## src/rtl/core/pst_pkg.sv

```systemverilog
// ----------------------------------------------------------------------------
// pst_pkg
// Shared types and field widths for the priority schedule timing core.
// ----------------------------------------------------------------------------
package pst_pkg;

  localparam int BURST_W = 16;
  localparam int PRI_W   = 8;
  localparam int NUM_W   = 6;
  localparam int TIME_W  = 21;

  typedef struct packed {
    logic [NUM_W-1:0]   num;
    logic [PRI_W-1:0]   pri;
    logic [BURST_W-1:0] burst;
  } pst_rec_t;

  typedef enum logic [3:0] {
    S_LOAD,
    S_I_RD,
    S_I_GET,
    S_J_RD,
    S_J_GET,
    S_SW1,
    S_SW2,
    S_E_RD,
    S_E_GET,
    S_DIV_W,
    S_DIV_T,
    S_E_OUT
  } pst_state_t;

endpackage

```

## src/rtl/core/pst_mem.sv

```systemverilog
// ----------------------------------------------------------------------------
// pst_mem
// Record store: one write port, one read port with registered read data.
// ----------------------------------------------------------------------------
module pst_mem
  import pst_pkg::*;
#(
  parameter int DEPTH = 32
) (
  input  logic                     clk,
  input  logic                     we,
  input  logic [$clog2(DEPTH)-1:0] waddr,
  input  pst_rec_t                 wdata,
  input  logic [$clog2(DEPTH)-1:0] raddr,
  output pst_rec_t                 rdata
);

  pst_rec_t mem [DEPTH];

  always_ff @(posedge clk) begin
    if (we) begin
      mem[waddr] <= wdata;
    end
    rdata <= mem[raddr];
  end

endmodule

```

## src/rtl/core/pst_div.sv

```systemverilog
// ----------------------------------------------------------------------------
// pst_div
// Restoring unsigned divider, one quotient bit per cycle.
// ----------------------------------------------------------------------------
module pst_div #(
  parameter int DVD_W = 28,
  parameter int DVS_W = 6
) (
  input  logic             clk,
  input  logic             rst_n,
  input  logic             start,
  input  logic [DVD_W-1:0] dividend,
  input  logic [DVS_W-1:0] divisor,
  output logic             done,
  output logic [DVD_W-1:0] quotient
);

  localparam int CW = $clog2(DVD_W + 1);

  logic [DVD_W-1:0] q_r, q_nxt;
  logic [DVS_W:0]   rem_r, rem_nxt;
  logic [DVS_W-1:0] d_r;
  logic [CW-1:0]    cnt_r, cnt_nxt;
  logic             busy_r, busy_nxt, done_r, done_nxt;
  logic [DVS_W+1:0] trial;

  always_comb begin
    q_nxt    = q_r;
    rem_nxt  = rem_r;
    cnt_nxt  = cnt_r;
    busy_nxt = busy_r;
    done_nxt = 1'b0;
    trial    = {rem_r, q_r[DVD_W-1]};
    if (start) begin
      q_nxt    = dividend;
      rem_nxt  = '0;
      cnt_nxt  = CW'(DVD_W);
      busy_nxt = 1'b1;
    end else if (busy_r) begin
      if (trial >= {2'b00, d_r}) begin
        rem_nxt = (DVS_W+1)'(trial - {2'b00, d_r});
        q_nxt   = {q_r[DVD_W-2:0], 1'b1};
      end else begin
        rem_nxt = (DVS_W+1)'(trial);
        q_nxt   = {q_r[DVD_W-2:0], 1'b0};
      end
      cnt_nxt = cnt_r - 1'b1;
      if (cnt_r == CW'(1)) begin
        busy_nxt = 1'b0;
        done_nxt = 1'b1;
      end
    end
  end

  always_ff @(posedge clk) begin
    if (!rst_n) begin
      busy_r <= 1'b0;
      done_r <= 1'b0;
    end else begin
      busy_r <= busy_nxt;
      done_r <= done_nxt;
    end
    q_r   <= q_nxt;
    rem_r <= rem_nxt;
    cnt_r <= cnt_nxt;
    if (start) begin
      d_r <= divisor;
    end
  end

  assign done     = done_r;
  assign quotient = q_r;

endmodule

```

## src/rtl/core/priority_schedule_timing_core.sv

```systemverilog
// ----------------------------------------------------------------------------
// priority_schedule_timing_core
// Non-preemptive priority scheduler: collects process requests, selection
// sorts them by priority in a record store, then emits timing per process.
// ----------------------------------------------------------------------------
// Load: one request per cycle while in the load state. After the last request
// the store is sorted by one comparator: each scanned slot is read and
// compared, and every pass ends in a swap of two writes. Each result is then
// read and registered; the final one also waits on two divider passes.
// Reset (rst_n, synchronous) empties the run; the store needs no clearing.
// ----------------------------------------------------------------------------
module priority_schedule_timing_core
  import pst_pkg::*;
#(
  parameter int MAX_PROCESSES = 32
) (
  input  logic              clk,
  input  logic              rst_n,
  input  logic              in_valid,
  output logic              in_ready,
  input  logic [BURST_W-1:0] in_burst_time,
  input  logic [PRI_W-1:0]  in_priority_level,
  input  logic              in_last_process,
  output logic              out_valid,
  input  logic              out_ready,
  output logic [NUM_W-1:0]  out_process_number,
  output logic [BURST_W-1:0] out_burst_out,
  output logic [PRI_W-1:0]  out_priority_out,
  output logic [TIME_W-1:0] out_waiting_time,
  output logic [TIME_W-1:0] out_turnaround_time,
  output logic [TIME_W-1:0] out_average_waiting,
  output logic [TIME_W-1:0] out_average_turnaround,
  output logic              out_overflow_seen,
  output logic              out_last_result
);

  localparam int IDX_W  = $clog2(MAX_PROCESSES);
  localparam int CNT_W  = $clog2(MAX_PROCESSES + 1);
  localparam int WAIT_W = BURST_W + CNT_W;   // sum of up to MAX bursts
  localparam int SUM_W  = WAIT_W + CNT_W;    // sum of up to MAX waits

  pst_state_t state_r, state_nxt;

  logic [CNT_W-1:0]  cnt_r, cnt_nxt;       // records held, n during sort/emit
  logic              ovf_r, ovf_nxt;
  logic [CNT_W-1:0]  i_r, i_nxt, j_r, j_nxt, k_r, k_nxt;
  logic [IDX_W-1:0]  pos_r, pos_nxt;
  pst_rec_t          irec_r, irec_nxt, minrec_r, minrec_nxt;
  logic [WAIT_W-1:0] wait_r, wait_nxt;
  logic [SUM_W-1:0]  sumw_r, sumw_nxt, sumt_r, sumt_nxt;
  logic [WAIT_W-1:0] tat;

  // result registers
  logic [NUM_W-1:0]   o_num_r, o_num_nxt;
  logic [BURST_W-1:0] o_burst_r, o_burst_nxt;
  logic [PRI_W-1:0]   o_pri_r, o_pri_nxt;
  logic [TIME_W-1:0]  o_wait_r, o_wait_nxt, o_tat_r, o_tat_nxt;
  logic [TIME_W-1:0]  o_avgw_r, o_avgw_nxt, o_avgt_r, o_avgt_nxt;
  logic               o_last_r, o_last_nxt;

  // store ports
  logic              we;
  logic [IDX_W-1:0]  waddr, raddr;
  pst_rec_t          wdata, rdata;

  // divider ports
  logic              div_start, div_done;
  logic [SUM_W-1:0]  div_dvd, div_q;

  logic [CNT_W-1:0]  i_inc, j_inc, k_inc;

  pst_mem #(.DEPTH(MAX_PROCESSES)) u_mem (
    .clk  (clk),
    .we   (we),
    .waddr(waddr),
    .wdata(wdata),
    .raddr(raddr),
    .rdata(rdata)
  );

  pst_div #(.DVD_W(SUM_W), .DVS_W(CNT_W)) u_div (
    .clk     (clk),
    .rst_n   (rst_n),
    .start   (div_start),
    .dividend(div_dvd),
    .divisor (cnt_r),
    .done    (div_done),
    .quotient(div_q)
  );

  assign in_ready = (state_r == S_LOAD);
  assign i_inc    = i_r + 1'b1;
  assign j_inc    = j_r + 1'b1;
  assign k_inc    = k_r + 1'b1;
  assign tat      = wait_r + WAIT_W'(rdata.burst);

  always_comb begin
    state_nxt  = state_r;
    cnt_nxt    = cnt_r;
    ovf_nxt    = ovf_r;
    i_nxt      = i_r;
    j_nxt      = j_r;
    k_nxt      = k_r;
    pos_nxt    = pos_r;
    irec_nxt   = irec_r;
    minrec_nxt = minrec_r;
    wait_nxt   = wait_r;
    sumw_nxt   = sumw_r;
    sumt_nxt   = sumt_r;
    o_num_nxt   = o_num_r;
    o_burst_nxt = o_burst_r;
    o_pri_nxt   = o_pri_r;
    o_wait_nxt  = o_wait_r;
    o_tat_nxt   = o_tat_r;
    o_avgw_nxt  = o_avgw_r;
    o_avgt_nxt  = o_avgt_r;
    o_last_nxt  = o_last_r;
    we         = 1'b0;
    waddr      = cnt_r[IDX_W-1:0];
    wdata      = '{num: NUM_W'({1'b0, cnt_r} + 1'b1),
                   pri: in_priority_level, burst: in_burst_time};
    raddr      = i_r[IDX_W-1:0];
    div_start  = 1'b0;
    div_dvd    = sumw_nxt;

    case (state_r)
      S_LOAD: begin
        if (in_valid) begin
          if (cnt_r < CNT_W'(MAX_PROCESSES)) begin
            we      = 1'b1;
            cnt_nxt = cnt_r + 1'b1;
          end else begin
            ovf_nxt = 1'b1;
          end
          if (in_last_process) begin
            i_nxt     = '0;
            state_nxt = S_I_RD;
          end
        end
      end
      S_I_RD: begin
        raddr     = i_r[IDX_W-1:0];
        state_nxt = S_I_GET;
      end
      S_I_GET: begin
        irec_nxt   = rdata;
        minrec_nxt = rdata;
        pos_nxt    = i_r[IDX_W-1:0];
        j_nxt      = i_inc;
        state_nxt  = (i_inc >= cnt_r) ? S_SW1 : S_J_RD;
      end
      S_J_RD: begin
        raddr     = j_r[IDX_W-1:0];
        state_nxt = S_J_GET;
      end
      S_J_GET: begin
        // first minimum wins: strict less-than
        if (rdata.pri < minrec_r.pri) begin
          minrec_nxt = rdata;
          pos_nxt    = j_r[IDX_W-1:0];
        end
        j_nxt     = j_inc;
        state_nxt = (j_inc >= cnt_r) ? S_SW1 : S_J_RD;
      end
      S_SW1: begin
        we        = 1'b1;
        waddr     = i_r[IDX_W-1:0];
        wdata     = minrec_r;
        state_nxt = S_SW2;
      end
      S_SW2: begin
        we    = 1'b1;
        waddr = pos_r;
        wdata = irec_r;
        i_nxt = i_inc;
        if (i_inc >= cnt_r) begin
          k_nxt     = '0;
          wait_nxt  = '0;
          sumw_nxt  = '0;
          sumt_nxt  = '0;
          state_nxt = S_E_RD;
        end else begin
          state_nxt = S_I_RD;
        end
      end
      S_E_RD: begin
        raddr     = k_r[IDX_W-1:0];
        state_nxt = S_E_GET;
      end
      S_E_GET: begin
        o_num_nxt   = rdata.num;
        o_burst_nxt = rdata.burst;
        o_pri_nxt   = rdata.pri;
        o_wait_nxt  = TIME_W'(wait_r);
        o_tat_nxt   = TIME_W'(tat);
        o_avgw_nxt  = '0;
        o_avgt_nxt  = '0;
        sumw_nxt    = sumw_r + SUM_W'(wait_r);
        sumt_nxt    = sumt_r + SUM_W'(tat);
        wait_nxt    = tat;
        o_last_nxt  = (k_inc == cnt_r);
        if (k_inc == cnt_r) begin
          div_start = 1'b1;
          div_dvd   = sumw_nxt;
          state_nxt = S_DIV_W;
        end else begin
          state_nxt = S_E_OUT;
        end
      end
      S_DIV_W: begin
        if (div_done) begin
          o_avgw_nxt = TIME_W'(div_q);
          div_start  = 1'b1;
          div_dvd    = sumt_r;
          state_nxt  = S_DIV_T;
        end
      end
      S_DIV_T: begin
        if (div_done) begin
          o_avgt_nxt = TIME_W'(div_q);
          state_nxt  = S_E_OUT;
        end
      end
      S_E_OUT: begin
        if (out_ready) begin
          if (o_last_r) begin
            cnt_nxt   = '0;
            ovf_nxt   = 1'b0;
            state_nxt = S_LOAD;
          end else begin
            k_nxt     = k_inc;
            state_nxt = S_E_RD;
          end
        end
      end
      default: state_nxt = S_LOAD;
    endcase
  end

  always_ff @(posedge clk) begin
    if (!rst_n) begin
      state_r <= S_LOAD;
      cnt_r   <= '0;
      ovf_r   <= 1'b0;
    end else begin
      state_r <= state_nxt;
      cnt_r   <= cnt_nxt;
      ovf_r   <= ovf_nxt;
    end
    i_r       <= i_nxt;
    j_r       <= j_nxt;
    k_r       <= k_nxt;
    pos_r     <= pos_nxt;
    irec_r    <= irec_nxt;
    minrec_r  <= minrec_nxt;
    wait_r    <= wait_nxt;
    sumw_r    <= sumw_nxt;
    sumt_r    <= sumt_nxt;
    o_num_r   <= o_num_nxt;
    o_burst_r <= o_burst_nxt;
    o_pri_r   <= o_pri_nxt;
    o_wait_r  <= o_wait_nxt;
    o_tat_r   <= o_tat_nxt;
    o_avgw_r  <= o_avgw_nxt;
    o_avgt_r  <= o_avgt_nxt;
    o_last_r  <= o_last_nxt;
  end

  assign out_valid              = (state_r == S_E_OUT);
  assign out_process_number     = o_num_r;
  assign out_burst_out          = o_burst_r;
  assign out_priority_out       = o_pri_r;
  assign out_waiting_time       = o_wait_r;
  assign out_turnaround_time    = o_tat_r;
  assign out_average_waiting    = o_avgw_r;
  assign out_average_turnaround = o_avgt_r;
  assign out_overflow_seen      = ovf_r;
  assign out_last_result        = o_last_r;

endmodule

```

## config.mk

```make
export PLATFORM = sky130hd
export DESIGN_NAME = priority_schedule_timing_core
export DESIGN_NICKNAME = d
export VERILOG_FILES = /design/src/rtl/core/pst_pkg.sv /design/src/rtl/core/pst_mem.sv /design/src/rtl/core/pst_div.sv /design/src/rtl/core/priority_schedule_timing_core.sv
export SDC_FILE = /design/constraint.sdc
export NUM_CORES = 2
export LEC_CHECK = 0
export BUFFER_PORTS_ARGS = -buffer_cell sky130_fd_sc_hd__buf_2
export CORE_UTILIZATION = 39
export DETAILED_ROUTE_END_ITERATION = 6
export PLACE_DENSITY = 0.55
export SLEW_MARGIN = 5
export SYNTH_ARGS = -nofsm -noshare
export SYNTH_HDL_FRONTEND = slang
export SYNTH_HIERARCHICAL = 1
export SYNTH_SLANG_ARGS = --single-unit
```

## constraint.sdc

```tcl
create_clock -name clk -period 16.3 [get_ports clk]
set_input_delay 3.26 -clock clk [delete_from_list [all_inputs] [get_ports clk]]
set_output_delay 3.26 -clock clk [all_outputs]
set_load 0.05 [all_outputs]
```

==> impl_metrics.tcl <==
set metrics [dict create \
    overflow 0 \
    die_w_um 379 \
    drt-total-wl_um 149000 \
    cts_buffer_depth 3 \
    gp_congestion 0.852 \
    syn_area_per_cell_um2 15.4 \
    postRouteAntennaNets 0 \
    async_reset_ff_share_pct 0 \
    grt_pass1_vias 30400 \
    ys_ff_latch 1325 \
    post-route-util_pct 44.9 \
    power.total_mw 8.56 \
    final_nets 3886 \
    status "completed" \
    synth_flop_cell "edfxtp_1" \
    clk_latency_ps 780 \
    crit_path_end_kind "flop" \
    pwr_density_cell_nw_per_um2 136 \
    max_cap_viol_count 0 \
    synth_edf_count 1270 \
    arrival_ps 6680 \
    path_clk_slew_ps 60 \
    dp_cells 5492 \
    slew_viol_final 0 \
    rows 137 \
    worstPathRequired_ps 17000 \
    fin_cells 5756 \
    synth_cells 3585 \
    hold_violations 0 \
    design.die.area_um2 143000 \
    power.leakage_nw 21.8 \
    yosys.area.top_type_share_pct 68.9 \
    yosys_warnings 6 \
    post-route-period-util_pct 36.7 \
    cp-start-kind "flop" \
    cts.sinks 1325 \
    placed_area_um2 58300 \
    synth_cell_types 91 \
    syn_area_um2 55300 \
    yosysSeqAreaShare_pct 70.9 \
    crit_type "flop to flop" \
    slew_headroom_pct 20.3 \
    cts_buffers 143 \
    setup_violations 0 \
    die_h_um 379 \
    antenna_found_initial 6 \
    postCtsSetupBuffers 0 \
    peakVddDrop_mv 0.103 \
    rsz0062_at_grt "false" \
    place_hpwl_um 95200 \
    final_cell_mix "edfxtp_1, mux2i_1, nand2_1" \
    track_usage_pct 20.7 \
    wire_per_inst_um 25.8 \
    drt-initial-drc-count 2470 \
    dr_total_vias 31400 \
    finalCriticalPeriod_ps 5990 \
    hold_slack_ps 469 \
    tightest_slew_ps 1190 \
    dp_slack_ps 9940 \
    skew_ps 51.0 \
    crit_fanout 51 \
    ios 147 \
    ys_top_cells_by_area "edfxtp_1, mux2i_1, ha_1" \
    post_drt_via_cell_ratio 5.45 \
    cts_resized 0 \
    io_buffer_count 146 \
    setup_ws_ps 10310 \
    htreeDepth 4 \
    ctsRootBufferMaster "clkbuf_16" \
    grt_max_degree 121 \
    start_util_pct 39.5 \
    synth_top_area_cell "edfxtp_1" \
    hold_buffers 0 \
    dr.pass1.iters 6 \
    layout_commonest_cell "edfxtp_1" \
    area_growth_pct 13.8 \
    fmax_mhz 167 \
    core-area_um2 140000 \
    drc 0 \
    design_area_um2 63000 \
    cts_tree "built" \
    fill_cells 12400 \
    drive_gt1_share_pct 14.2 \
    hold_class "flop to flop" \
    synth_fp_nets 3710 \
    fin_tns_setup_ps 0 \
    grt_pass1_wl_um 213000 \
]
[area by class of cell]
class	count	area (um^2)	share of cell area, %
clock inverter	78	855	1.36
timing repair buffer	202	1200	1.91
multi-input combinational	2039	15300	24.3
sequential	1325	39200	62.3
antenna	1	2.50	0.00397
inverter	50	190	0.302
tap	1876	2350	3.73
clock buffer	185	3830	6.08
[critical path, cell delays in order, from the launching register on]
cell and delay, ps:
dfxtp_1 790, nand3_1 480, o21ai_4 280, buf_4 680
buf_4 830, buf_4 630, buf_4 750, mux2i_1 170
a22o_1 260, nor3_1 550, a31oi_1 140, nand3_1 110
[synth_stat cells (44+ instances only)]
| library cell | n |
|---|---|
| a21oi_1 | 153 |
| a22o_1 | 61 |
| a22oi_1 | 147 |
| and2_1 | 51 |
| clkbuf_1 | 73 |
| dfxtp_1 | 55 |
| edfxtp_1 | 1270 |
| ha_1 | 92 |
| inv_1 | 50 |
| mux2i_1 | 488 |
| nand2_1 | 238 |
| nand3_1 | 116 |
| nor2_1 | 143 |
| nor3_1 | 44 |
| o21ai_0 | 56 |
| xnor2_1 | 58 |
[report_power, final]
group	total, mW	leakage [nW]	switching, mW	internal [mW]
Sequential	4.00	11.8	0.121	3.88
Clock	3.21	2.28	1.36	1.86
Combinational	1.34	7.75	0.879	0.466
Total	8.56	21.8	2.36	6.20
[kinds of logic (layout without fill, tap and decap cells)]
| logic type | Yosys count | after routing | synth area share (%) |
|---|---|---|---|
| other | 0 | 1 | 0 |
| adders and majority gates | 96 | 96 | 2.22 |
| buffers and inverters | 221 | 515 | 2.16 |
| muxes | 517 | 517 | 9.42 |
| and+or+nand+nor | 727 | 727 | 6.32 |
| AOI/OAI and AO/OA | 610 | 610 | 7.58 |
| xor gates and xnor gates | 89 | 89 | 1.41 |
| DFF | 1325 | 1325 | 70.9 |
[metal layers]
metal	global-route usage [%]	wire length, um	share of wire (%)	vias to the layer above
li1	-	-	-	14300
met1	30.1	69600	47	16000
met2	30.9	66000	44	880
met3	4.90	10100	6.8	170
met4	5.13	2950	2.0	4
met5	0.446	99	0.067	-
[registers in the layout, summed over array words and instances, names as in the netlist, 22 cells and up]
signal,cells
irec_r,30
sumw_r,28
u_mem/mem,960
sumt_r,28
u_div/quotient,28
minrec_r,30
u_mem/rdata,30
wait_r,22
[worst paths after layout]
kind / cells past startpoint / slack [ps] / to / start
max: 11 / 10310 / u_mem/rdata[29]$_DFF_P_ / state_r[1]$_SDFFE_PN0P_
min: 2 / 470 / u_div/rem_r[6]$_SDFFE_PP0P_ / u_div/rem_r[6]$_SDFFE_PP0P_
max reg2reg: 11 / 10310 / u_mem/rdata[29]$_DFF_P_ / state_r[1]$_SDFFE_PN0P_
min reg2reg: 2 / 470 / u_div/rem_r[6]$_SDFFE_PP0P_ / u_div/rem_r[6]$_SDFFE_PP0P_
No activity file was read; power rests on OpenSTA's default activity.
